File: src/rtl/core/integer_to_radix_ascii_assert.svh
// ----------------------------------------------------------------------------
// integer_to_radix_ascii assertion macros
// Concurrent check helpers clocked on clk and disabled during rst
// ----------------------------------------------------------------------------
`ifndef INTEGER_TO_RADIX_ASCII_ASSERT_SVH
`define INTEGER_TO_RADIX_ASCII_ASSERT_SVH

// same-cycle implication
`define ITRA_ASSERT_NOW(label, cond, expr) \
  label: assert property (@(posedge clk) disable iff (rst) (cond) |-> (expr)) \
    else $error("assertion failed: same-cycle check");

// next-cycle implication
`define ITRA_ASSERT_NEXT(label, cond, expr) \
  label: assert property (@(posedge clk) disable iff (rst) (cond) |=> (expr)) \
    else $error("assertion failed: next-cycle check");

`endif

File: src/rtl/core/itra_pkg.sv
// ----------------------------------------------------------------------------
// itra_pkg
// Shared constants, types and the digit encoder of the radix text converter
// ----------------------------------------------------------------------------
`timescale 1ns / 1ps

package itra_pkg;

  localparam int VALUE_W = 64;
  localparam int RADIX_W = 6;
  localparam int CHAR_W  = 8;

  localparam logic [RADIX_W-1:0] RADIX_RESET = 6'd10;
  localparam logic [RADIX_W-1:0] RADIX_DEC   = 6'd10;
  localparam logic [RADIX_W-1:0] RADIX_MIN   = 6'd2;

  localparam logic [CHAR_W-1:0] CHAR_ZERO  = 8'h30;
  localparam logic [CHAR_W-1:0] CHAR_A     = 8'h61;
  localparam logic [CHAR_W-1:0] CHAR_MINUS = 8'h2d;
  localparam logic [CHAR_W-1:0] CHAR_NUL   = 8'h00;
  localparam logic [CHAR_W-1:0] DIGIT_TEN  = 8'd10;

  // divider status seen by the controller
  typedef struct packed {
    logic busy;
    logic done;
  } div_stat_t;

  // digit value to ascii, letters past nine
  function automatic logic [CHAR_W-1:0] digit_to_ascii(input logic [RADIX_W-1:0] d);
    logic [CHAR_W-1:0] dw;
    dw = {{(CHAR_W-RADIX_W){1'b0}}, d};
    if (dw > 8'd9) begin
      digit_to_ascii = CHAR_A + dw - DIGIT_TEN;
    end else begin
      digit_to_ascii = CHAR_ZERO + dw;
    end
  endfunction

endpackage

File: src/rtl/core/itra_ram.sv
// ----------------------------------------------------------------------------
// itra_ram
// Generic single write port RAM with one registered read port
// ----------------------------------------------------------------------------
`timescale 1ns / 1ps

module itra_ram #(
  parameter int WIDTH  = 8,
  parameter int DEPTH  = 64,
  parameter int ADDR_W = $clog2(DEPTH)
) (
  input  logic              clk,
  input  logic              we,
  input  logic [ADDR_W-1:0] waddr,
  input  logic [WIDTH-1:0]  wdata,
  input  logic [ADDR_W-1:0] raddr,
  output logic [WIDTH-1:0]  rdata
);

  logic [WIDTH-1:0] mem [DEPTH];

  // write and registered read
  always_ff @(posedge clk) begin
    if (we) begin
      mem[waddr] <= wdata;
    end
    rdata <= mem[raddr];
  end

endmodule

File: src/rtl/core/itra_div.sv
// ----------------------------------------------------------------------------
// itra_div
// Bit-serial restoring divider: one quotient bit per cycle, small divisor
// ----------------------------------------------------------------------------
`timescale 1ns / 1ps

module itra_div
  import itra_pkg::*;
#(
  parameter int W = 64
) (
  input  logic               clk,
  input  logic               rst,
  input  logic               start,
  input  logic [W-1:0]       dividend,
  input  logic [RADIX_W-1:0] divisor,
  output logic [W-1:0]       quotient,
  output logic [RADIX_W-1:0] remainder,
  output div_stat_t          stat
);

  localparam int CNT_W = (W > 1) ? $clog2(W) : 1;

  logic [CNT_W-1:0]   cnt;
  logic [RADIX_W:0]   shifted;
  logic               fits;
  logic [RADIX_W:0]   diff;

  // one trial subtract per cycle
  assign shifted = {remainder, quotient[W-1]};
  assign fits    = shifted >= {1'b0, divisor};
  assign diff    = shifted - {1'b0, divisor};

  // control
  always_ff @(posedge clk) begin
    if (rst) begin
      stat <= '0;
      cnt  <= '0;
    end else begin
      stat.done <= 1'b0;
      if (start) begin
        stat.busy <= 1'b1;
        cnt       <= CNT_W'(W - 1);
      end else if (stat.busy) begin
        cnt <= cnt - 1'b1;
        if (cnt == '0) begin
          stat.busy <= 1'b0;
          stat.done <= 1'b1;
        end
      end
    end
  end

  // quotient and remainder shift
  always_ff @(posedge clk) begin
    if (start) begin
      quotient  <= dividend;
      remainder <= '0;
    end else if (stat.busy) begin
      quotient  <= {quotient[W-2:0], fits};
      remainder <= fits ? diff[RADIX_W-1:0] : shifted[RADIX_W-1:0];
    end
  end

endmodule

File: src/rtl/core/integer_to_radix_ascii.sv
// Builds the digits one division at a time with the bit-serial divider,
// then emits the text msd first, stalling while out_ready is low.
// Takes one number at a time: a new value is accepted only when idle.
// Reset (rst, synchronous): idle, output empty, radix back to ten.
// ----------------------------------------------------------------------------
// integer_to_radix_ascii
// Converts a signed integer to ascii text in a runtime radix, msd first
// ----------------------------------------------------------------------------
`timescale 1ns / 1ps
`include "integer_to_radix_ascii_assert.svh"

module integer_to_radix_ascii
  import itra_pkg::*;
#(
  parameter int VALUE_BITS = 64
) (
  input  logic               clk,
  input  logic               rst,
  input  logic               cfg_wr_en,
  input  logic [RADIX_W-1:0] cfg_wr_data,
  input  logic               in_valid,
  output logic               in_ready,
  input  logic [VALUE_W-1:0] value,
  output logic               out_valid,
  input  logic               out_ready,
  output logic [CHAR_W-1:0]  char_code,
  output logic               last_char,
  output logic               bad_radix
);

  localparam int ADDR_W = (VALUE_BITS > 1) ? $clog2(VALUE_BITS) : 1;
  localparam int CNT_W  = $clog2(VALUE_BITS + 1);

  localparam logic [2:0] S_IDLE  = 3'd0;
  localparam logic [2:0] S_CHECK = 3'd1;
  localparam logic [2:0] S_DIV   = 3'd2;
  localparam logic [2:0] S_SIGN  = 3'd3;
  localparam logic [2:0] S_READ  = 3'd4;
  localparam logic [2:0] S_LOAD  = 3'd5;
  localparam logic [2:0] S_BAD   = 3'd6;

  logic [2:0]            state;
  logic [RADIX_W-1:0]    radix;
  logic [VALUE_BITS-1:0] mag;
  logic                  neg;
  logic [CNT_W-1:0]      count;
  logic [ADDR_W-1:0]     idx;

  logic [VALUE_BITS-1:0] v_in;
  logic                  in_fire;
  logic                  out_free;
  logic                  div_start;
  logic [VALUE_BITS-1:0] div_quo;
  logic [RADIX_W-1:0]    div_rem;
  div_stat_t             div_stat;
  logic                  ram_we;
  logic [CHAR_W-1:0]     ram_wdata;
  logic [CHAR_W-1:0]     ram_rdata;
  logic                  mag_zero;
  logic                  put_sign;

  assign v_in     = value[VALUE_BITS-1:0];
  assign in_ready = (state == S_IDLE);
  assign in_fire  = in_valid && in_ready;
  assign out_free = !out_valid || out_ready;
  assign mag_zero = (mag == '0);
  assign put_sign = neg && (radix == RADIX_DEC);

  // radix register
  always_ff @(posedge clk) begin
    if (rst) begin
      radix <= RADIX_RESET;
    end else if (cfg_wr_en) begin
      radix <= cfg_wr_data;
    end
  end

  // divider start and digit buffer write
  assign div_start = (state == S_CHECK) && !mag_zero;
  assign ram_we    = ((state == S_CHECK) && mag_zero && (count == '0)) ||
                     ((state == S_DIV) && div_stat.done);
  assign ram_wdata = (state == S_DIV) ? digit_to_ascii(div_rem) : CHAR_ZERO;

  itra_div #(
    .W (VALUE_BITS)
  ) u_div (
    .clk       (clk),
    .rst       (rst),
    .start     (div_start),
    .dividend  (mag),
    .divisor   (radix),
    .quotient  (div_quo),
    .remainder (div_rem),
    .stat      (div_stat)
  );

  itra_ram #(
    .WIDTH (CHAR_W),
    .DEPTH (VALUE_BITS)
  ) u_buf (
    .clk   (clk),
    .we    (ram_we),
    .waddr (count[ADDR_W-1:0]),
    .wdata (ram_wdata),
    .raddr (idx),
    .rdata (ram_rdata)
  );

  // conversion sequencer
  always_ff @(posedge clk) begin
    if (rst) begin
      state <= S_IDLE;
      count <= '0;
      mag   <= '0;
      neg   <= 1'b0;
      idx   <= '0;
    end else begin
      case (state)
        S_IDLE: begin
          if (in_fire) begin
            neg   <= v_in[VALUE_BITS-1];
            mag   <= v_in[VALUE_BITS-1] ? (~v_in + 1'b1) : v_in;
            count <= '0;
            state <= (radix < RADIX_MIN) ? S_BAD : S_CHECK;
          end
        end
        S_CHECK: begin
          if (mag_zero) begin
            if (count == '0) begin
              count <= CNT_W'(1);
              idx   <= '0;
            end else begin
              idx <= ADDR_W'(count - CNT_W'(1));
            end
            state <= put_sign ? S_SIGN : S_READ;
          end else begin
            state <= S_DIV;
          end
        end
        S_DIV: begin
          if (div_stat.done) begin
            mag   <= div_quo;
            count <= count + 1'b1;
            state <= S_CHECK;
          end
        end
        S_SIGN: begin
          if (out_free) begin
            state <= S_READ;
          end
        end
        S_READ: begin
          state <= S_LOAD;
        end
        S_LOAD: begin
          if (out_free) begin
            if (idx == '0) begin
              state <= S_IDLE;
            end else begin
              idx   <= idx - 1'b1;
              state <= S_READ;
            end
          end
        end
        S_BAD: begin
          if (out_free) begin
            state <= S_IDLE;
          end
        end
        default: begin
          state <= S_IDLE;
        end
      endcase
    end
  end

  // output beat register
  always_ff @(posedge clk) begin
    if (rst) begin
      out_valid <= 1'b0;
    end else if (out_free && (state == S_SIGN || state == S_LOAD || state == S_BAD)) begin
      out_valid <= 1'b1;
    end else if (out_ready) begin
      out_valid <= 1'b0;
    end
  end

  always_ff @(posedge clk) begin
    if (out_free) begin
      case (state)
        S_SIGN: begin
          char_code <= CHAR_MINUS;
          last_char <= 1'b0;
          bad_radix <= 1'b0;
        end
        S_LOAD: begin
          char_code <= ram_rdata;
          last_char <= (idx == '0);
          bad_radix <= 1'b0;
        end
        S_BAD: begin
          char_code <= CHAR_NUL;
          last_char <= 1'b1;
          bad_radix <= 1'b1;
        end
        default: begin
        end
      endcase
    end
  end

  // checks
  `ITRA_ASSERT_NEXT(a_busy_after_accept, in_fire, !in_ready)
  `ITRA_ASSERT_NOW(a_bad_is_last, out_valid && bad_radix, last_char)
  `ITRA_ASSERT_NOW(a_div_done_in_div, div_stat.done, state == S_DIV)

endmodule

File: config.mk
export PLATFORM = sky130hd
export DESIGN_NAME = integer_to_radix_ascii
export DESIGN_NICKNAME = d
export VERILOG_FILES = /design/src/rtl/core/itra_pkg.sv /design/src/rtl/core/itra_ram.sv /design/src/rtl/core/itra_div.sv /design/src/rtl/core/integer_to_radix_ascii.sv
export VERILOG_INCLUDE_DIRS = /design/src /design/src/rtl/core
export SDC_FILE = /design/constraint.sdc
export NUM_CORES = 1
export LEC_CHECK = 0
export BUFFER_PORTS_ARGS = -buffer_cell sky130_fd_sc_hd__buf_2
export CORE_MARGIN = 5
export CORE_UTILIZATION = 27
export CTS_BUF_LIST = sky130_fd_sc_hd__clkbuf_8
export DETAILED_ROUTE_END_ITERATION = 16
export HOLD_SLACK_MARGIN = 0.05
export SLEW_MARGIN = 20
export SYNTH_ARGS = -nofsm -noshare
export SYNTH_HDL_FRONTEND = slang
export SYNTH_HIERARCHICAL = 1
export SYNTH_SLANG_ARGS = --single-unit
File: constraint.sdc
create_clock -name clk -period 6.3 [get_ports clk]
set_input_delay 1.26 -clock clk [delete_from_list [all_inputs] [get_ports clk]]
set_output_delay 1.26 -clock clk [all_outputs]
set_load 0.005 [all_outputs]
==> flow_summary_export.csv, run 1 <==
group,metric,value,unit
run_status,status,"completed",
clocking,clk_latency,0.75,ns
sta,period_share,0.748,
place,io_buffers,86,
global_routing,grt_pass1_wl,115000,um
logic_synthesis,synthCells,2043,
clocking,htree_levels,3,
clocking,numCtsBuffers,112,
logic_synthesis,yosys_warnings,6,
sta,slew_headroom,0.329,
sta,achievable-frequency,212,MHz
floorplan,fp.coreArea,112000,um^2
layout,area_delta_synth_final,14.2,%
logic_synthesis,synth_area,30300,um^2
layout,final_common_cell,"edfxtp_1",
sta,rsz0062_at_grt,"no",
floorplan,rows,123,
power,p_leak,10.9,nW
logic_synthesis,synth_edf_count,586,
critical_path,cp-end-kind,"flop",
global_routing,grt_max_degree,74,
flow_run,maxCapViolCount,0,
place,gp_congestion,0.812,
power,power_density,358,nW/um^2
sta,setup_slack,1.59,ns
floorplan,start_util,0.271,
place,dpl_cell_area,32400,um^2
clocking,cts.clk_slew.worst_paths,0.07,ns
drt,wire_per_inst,20.3,um
critical_path,worstPathArrival,5.04,ns
global_routing,grt_antenna_before_repair,2,
logic_synthesis,synthMuxAreaShare,0.136,
sta,tns,0,ns
critical_path,cpMaxStageDelayCell,"nor2_1",
global_routing,grt_usage,0.122,
sta,setup_viol,0,
critical_path,path_cells,"nor4_1, nand4_1, nor4_1, buf_4, and3_1, a22o_1, nor2b_1, nand3_1, nor2_1",
clocking,cts-root-buf,"clkbuf_8",
clocking,cts.sinks,696,
clocking,post_cts_buffers,0,
logic_synthesis,synth.distinct_cells,79,
layout,final_area,34700,um^2
critical_path,path_class,"reg2reg",
layout,drive_above_1_share,0.231,
logic_synthesis,synth_top_family_by_area,"multiplexers",
drt,drt-total-wl,76000,um
critical_path,slowest_delay,0.81,ns
layout,final_cell_mix,"edfxtp_1 (586), nor2_1 (183), clkbuf_8 (128), mux4_2 (126), dfxtp_1 (106)",
logic_synthesis,yosysTopAreaCellShare,0.580,
drt,drc,0,
drt,vias_per_cell,4.92,
place,preCtsSetupSlack,1.54,ns
logic_synthesis,synthAdderAreaFrac,0.00932,
clocking,postCtsHoldBufs,0,
logic_synthesis,async_flop_share,0,
logic_synthesis,synth_fp_nets,2140,
sta,skew,0.0605,ns
drt,firstDrtPassIters,5,
floorplan,die_area,119000,um^2
min_path,hold_path_class,"reg2reg",
logic_synthesis,ys_ff_latch,696,
sta,finalMaxSlewViolations,0,
logic_synthesis,synth.area.top_cells,"edfxtp_1 (58%), mux4_2 (9.4%), dfxtp_1 (7.3%), mux2_2 (2.9%), nor2_1 (2.3%)",
logic_synthesis,synth-compound-area-share,0.0765,
clocking,ctsResizeCount,0,
critical_path,cp_num_buf_inv,1,
global_routing,grt_pass1_vias,18200,
drt,vias,18400,
clocking,cts_tree,"yes",
logic_synthesis,synthFlopType,"edfxtp_1",
drt,dr.first_iter.drc_count,1806,
layout,nNetsFinal,2239,
critical_path,required,6.63,ns
logic_synthesis,yosys.area.top_type,"edfxtp_1",
logic_synthesis,synth-simple-area-share,0.0842,
sta,finalHoldViolations,0,
floorplan,dieHeight,345,um
critical_path,cp_max_fo,8,
floorplan,boundaryPins,87,
global_routing,overflow,0,
sta,worstMarginPinSlew,1.00,ns
critical_path,crit_top_cell,"nor4_1",
logic_synthesis,ys_seq_area_frac,0.652,
drt,ant_nets,0,
power,vdd_drop_max,0.266,mV
critical_path,critPathTopFamily,"simple AND/OR/NAND/NOR gates",
place,post-dp-hpwl,46400,um
critical_path,cp-start-kind,"flop",
sta,period_minus_slack,4.71,ns
floorplan,die_x,345,um
clocking,cts_buffer_depth,3,
logic_synthesis,synthXorXnorAreaFrac,0.0167,
logic_synthesis,syn_area_per_cell,14.9,um^2
power,p_total,0.0124,W
-- worst register-to-register path: cells and delay by family, from the launching register on --
family | cells | cell delay (ns)
AOI/OAI and AO/OA | 1 | 0.38
and+or+nand+nor | 7 | 3.37
DFF | 1 | 0.33
buffers and inverters | 1 | 0.22
-- metal layers --
metal	share of wire	track usage	vias to the layer above
li1	-	-	8288
met1	0.45	0.179	9336
met2	0.45	0.185	690
met3	0.075	0.0257	94
met4	0.020	0.0332	0
met5	0	0	-
-- registers in the layout, indices dropped and copies added, names as in the netlist --
| name | flops |
|---|---|
| state | 3 |
| u_div/remainder | 6 |
| out_valid | 1 |
| neg | 1 |
| mag | 64 |
| last_char | 1 |
| u_div/cnt | 6 |
| radix | 6 |
| u_div/stat | 2 |
| count | 7 |
| u_buf/rdata | 8 |
| bad_radix | 1 |
| u_buf/mem | 512 |
| u_div/quotient | 64 |
| char_code | 8 |
| idx | 6 |
-- cells in the mapped netlist, types with 7 or more instances --
master,count
buf_2,17
edfxtp_1,586
xor2_1,44
a31o_2,7
nand2b_1,16
o21ai_0,65
nor3_1,32
o41ai_1,19
or3_1,21
o31ai_1,14
ha_1,21
mux2i_1,42
nand3b_1,7
buf_4,13
nor4_1,31
nor2_1,188
a211oi_1,24
nand4_1,13
nor2b_1,18
a21oi_1,76
inv_1,28
o21a_1,10
mux4_2,126
nand3_1,36
and3_1,13
mux2_2,78
a2111oi_0,8
dfxtp_1,110
a21o_1,7
buf_1,13
or4_1,14
o22ai_1,15
a221oi_1,18
xnor2_1,14
or2_2,10
o221ai_1,8
clkbuf_1,78
o211ai_1,7
nand2_1,101
-- power by group --
part | switching [W] | internal [W]
sequential | 0.000340 | 0.00580
combinational | 0.00152 | 0.000834
clock | 0.00185 | 0.00205
total | 0.00372 | 0.00869
-- through the flow --
| step | cells | hold WS (ns) | utilization |
|---|---|---|---|
| after detailed placement | 3528 | 0.460 | 0.289 |
| after global placement | 3528 | 0.455 | 0.289 |
| final | 3744 | 0.467 | 0.309 |
| after global routing | 3743 | 0.495 | 0.309 |
| after CTS | 3742 | 0.469 | 0.309 |
| after floorplan | 2043 | 0.432 | - |
-- layout make-up --
cell class | instances | area, um^2
clock inverters | 86 | 536
repair buffers | 114 | 668
clock buffers | 128 | 1760
multi-input cells | 1188 | 9890
flip-flops and latches | 696 | 19800
well taps | 1500 | 1880
inverters | 30 | 113
fillers | 11100 | 77400
diodes | 2 | 5.00
-- cell families (layout without fill, tap and decap cells) --
logic type / Yosys count / in the layout
adder cells (fa/ha/maj): 22 / 22
AND/OR/NAND/NOR: 525 / 525
multiplexers: 246 / 246
XOR/XNOR: 58 / 58
AO/OA/AOI/OAI: 337 / 337
flip-flops: 696 / 696
other: 0 / 2
buffers and inverters: 159 / 358
-- final timing paths --
| path | start | to | slack (ns) | cells past startpoint |
|---|---|---|---|---|
| min | mag[22]$_SDFFE_PP0P_ | mag[22]$_SDFFE_PP0P_ | 0.47 | 2 |
| min reg2reg | mag[22]$_SDFFE_PP0P_ | mag[22]$_SDFFE_PP0P_ | 0.47 | 2 |
| max | mag[38]$_SDFFE_PP0P_ | u_buf/mem[38][4]$_DFFE_PP_ | 1.59 | 9 |
| max reg2reg | mag[38]$_SDFFE_PP0P_ | u_buf/mem[38][4]$_DFFE_PP_ | 1.59 | 9 |
No activity file was read; power rests on OpenSTA's default activity.
==> inputs of run 2 (changes only) <==
--- a/config.mk
+++ b/config.mk
@@ -6,6 +6,7 @@
 export SDC_FILE = /design/constraint.sdc
 export NUM_CORES = 1
 export LEC_CHECK = 0
+export ABC_AREA = 1
 export BUFFER_PORTS_ARGS = -buffer_cell sky130_fd_sc_hd__buf_2
 export CORE_MARGIN = 5
 export CORE_UTILIZATION = 27
==> constraint.sdc (replaced) <==
create_clock -name clk -period 4.86 [get_ports clk]
set_input_delay 0.972 -clock clk [delete_from_list [all_inputs] [get_ports clk]]
set_output_delay 0.972 -clock clk [all_outputs]
set_load 0.005 [all_outputs]
==> flow_summary_export.csv, run 2 <==
group,metric,value,unit
logic_synthesis,yosys_warnings,6,
critical_path,reg2reg_slack,0.77,ns
power,p_leak,13.7,nW
layout,nNetsFinal,3637,
global_routing,grt_max_degree,129,
sta,achievable-frequency,245,MHz
sta,tns,0,ns
clocking,post_cts_buffers,0,
logic_synthesis,synth.distinct_cells,54,
power,power_density,452,nW/um^2
logic_synthesis,synth.area.top_cells,"edfxtp_1 (54%), nand2_1 (14%), nand3_1 (8.9%), dfxtp_1 (6.8%), nor2_1 (3.4%)",
logic_synthesis,synth_edf_count,586,
clocking,postCtsHoldBufs,0,
clocking,cts.clk_slew.worst_paths,0.06,ns
critical_path,reg2reg_depth,9,
clocking,clk_latency,0.74,ns
global_routing,grt_pass1_wl,136000,um
layout,drive_above_1_share,0.0928,
global_routing,gr-max-usage-layer,"met2",
drt,ant_nets,0,
logic_synthesis,syn_area_per_cell,9.33,um^2
logic_synthesis,yosys.area.top_type,"edfxtp_1",
sta,slew_headroom,0.257,
drt,drc,0,
logic_synthesis,yosysTopAreaCellShare,0.543,
sta,period_share,0.841,
logic_synthesis,synth-simple-area-share,0.282,
drt,firstDrtPassIters,5,
layout,final_cell_mix,"nand2_1 (1193), edfxtp_1 (586), nand3_1 (574), nor2_1 (297), inv_1 (172)",
global_routing,grt_use_met3,0.0273,
place,preCtsSetupSlack,0.830,ns
clocking,numCtsBuffers,107,
logic_synthesis,synthFlopType,"edfxtp_1",
floorplan,die_x,356,um
place,post-dp-hpwl,56600,um
min_path,min_to,"u_div/cnt[0]$_SDFFE_PP0P_",
floorplan,fp.coreArea,119000,um^2
clocking,cts-root-buf,"clkbuf_8",
run_status,status,"completed",
floorplan,dieHeight,356,um
critical_path,cp-start-kind,"flop",
place,gp_congestion,0.943,
layout,nFillCells,12500,
drt,vias,24700,
sta,worstMarginPinSlew,1.11,ns
logic_synthesis,synth.most_common_cell,"nand2_1",
layout,post-route-util,0.304,
place,dp_cells,5043,
critical_path,path_class,"reg2reg",
floorplan,die_area,127000,um^2
min_path,min_path_cells,1,
logic_synthesis,ys_top_cells_by_count,"nand2_1 (1193), edfxtp_1 (586), nand3_1 (574), nor2_1 (297), inv_1 (131)",
layout,final_common_cell,"nand2_1",
sta,period_minus_slack,4.09,ns
drt,wire_per_inst,16.9,um
flow_run,maxCapViolCount,0,
drt,drt-total-wl,88700,um
critical_path,cpMaxStageDelayCell,"nor2_1",
clocking,cts.sinks,696,
critical_path,required,5.18,ns
min_path,holdCritStartpoint,"u_div/cnt[0]$_SDFFE_PP0P_",
global_routing,overflow,0,
layout,largest_register,"u_buf/mem",
drt,dr.first_iter.drc_count,2280,
logic_synthesis,async_flop_share,0,
floorplan,rows,127,
sta,finalMaxSlewViolations,0,
clocking,ctsResizeCount,0,
critical_path,path_cells,"or2_1, nor3_1, nand3_1, nor2_1, nand2_1, o31ai_1, buf_4, nand4_1, nor2_1",
sta,rsz0062_at_grt,"no",
global_routing,gr-usage-met1,0.194,
critical_path,worstPathArrival,4.40,ns
critical_path,slowest_delay,0.96,ns
layout,top_regs,"u_buf/mem: 512 flops, mag: 64 flops, u_div/quotient: 64 flops",
sta,setup_viol,0,
clocking,htree_levels,3,
clocking,cts_buffer_depth,3,
global_routing,grt_pass1_vias,23400,
sta,whs,0.461,ns
global_routing,grt_usage,0.136,
floorplan,start_util,0.271,
layout,fin_cells,5250,
power,vdd_drop_max,0.238,mV
logic_synthesis,ys_seq_area_frac,0.611,
layout,area_delta_synth_final,12.0,%
logic_synthesis,synthCells,3473,
layout,largest_reg_flops,512,
logic_synthesis,synthXorXnorAreaFrac,0.00433,
critical_path,crit_top_cell,"nor2_1",
logic_synthesis,synthAdderAreaFrac,0.00873,
global_routing,met2_usage,0.213,
drt,vias_per_cell,4.71,
logic_synthesis,synth_top_family_by_area,"simple AND/OR/NAND/NOR gates",
floorplan,boundaryPins,87,
critical_path,worstReg2RegEnd,"u_buf/mem[29][5]$_DFFE_PP_",
sta,finalHoldViolations,0,
critical_path,r2r-start,"mag[40]$_SDFFE_PP0P_",
critical_path,cp_max_fo,9,
clocking,cts_tree,"yes",
place,io_buffers,86,
min_path,hold_path_class,"reg2reg",
logic_synthesis,ys_ff_latch,696,
logic_synthesis,synth-compound-area-share,0.0417,
logic_synthesis,synth_fp_nets,3570,
logic_synthesis,synthMuxAreaShare,0,
sta,skew,0.0585,ns
logic_synthesis,synth_area,32400,um^2
sta,setup_slack,0.774,ns
global_routing,grt_antenna_before_repair,4,
critical_path,cp-end-kind,"flop",
[run 2: cell types whose count changed in the layout (fill, tap and decap cells not counted), sizes merged, moves of 22 or more]
cell	before	now
nor2	188	303
nand2	101	1201
mux2	78	0
inv	63	192
buf	114	136
xor2	44	14
mux4	126	0
nand3	36	578
nand4	13	39
mux2i	42	0
a21oi	76	128
[run 2: final cells by class]
class	count	area (um^2)	area share
Clock buffer	113	1560	0.0429
Clock inverter	89	478	0.0132
Timing Repair Buffer	136	843	0.0232
Tap cell	1612	2020	0.0556
Antenna cell	5	12.5	0.000345
Inverter	147	562	0.0155
Sequential cell	696	19800	0.546
Multi-Input combinational cell	2452	11000	0.303
[run 2: worst max-delay path: cells and delay by family (launching register included)]
kind,cells,cell delay [ns]
flops,1,0.32
simple gates,7,2.89
compound gates,1,0.26
buf+inv,1,0.21
[run 2: per-stage QoR]
stage               total power (W)  instance area (um^2)
floorplan                    0.0106                 32400
global placement             0.0118                 34200
detailed placement           0.0119                 34200
CTS                          0.0165                 36300
global route                 0.0174                 36300
finish                       0.0164                 36300
[run 2: how the worst max path moves through the flow]
stage	startpoint	end	slack [ns]	cells after the start
2_1_floorplan	state[1]$_SDFFE_PP0P_	u_buf/mem[0][6]$_DFFE_PP_	0.31	6
3_3_place_gp	mag[40]$_SDFFE_PP0P_	u_buf/mem[4][5]$_DFFE_PP_	0.80	9
3_5_place_dp	mag[40]$_SDFFE_PP0P_	u_buf/mem[5][5]$_DFFE_PP_	0.83	9
4_1_cts	mag[40]$_SDFFE_PP0P_	u_buf/mem[29][5]$_DFFE_PP_	0.80	9
5_1_grt	mag[38]$_SDFFE_PP0P_	u_buf/mem[29][6]$_DFFE_PP_	0.59	9
6_report	mag[40]$_SDFFE_PP0P_	u_buf/mem[29][5]$_DFFE_PP_	0.77	9
[run 2: cells by family (layout without fill, tap and decap cells)]
group           after synthesis  in the layout
simple gates               2167           2167
flops                       696            696
buf+inv                     325            485
compound gates              247            247
fa+ha+maj                    22             22
xor+xnor                     16             16
other cells                   0              5
[run 2: routing by layer]
metal  share of wire  routed length (um)
met5               0                   0
met4           0.019                1730
met3           0.079                6990
met2            0.45               40000
met1            0.45               40000
[run 2: where the power goes]
group	switching, W	internal (W)
combinational	0.00298	0.00121
clock	0.00232	0.00228
sequential	0.000430	0.00720
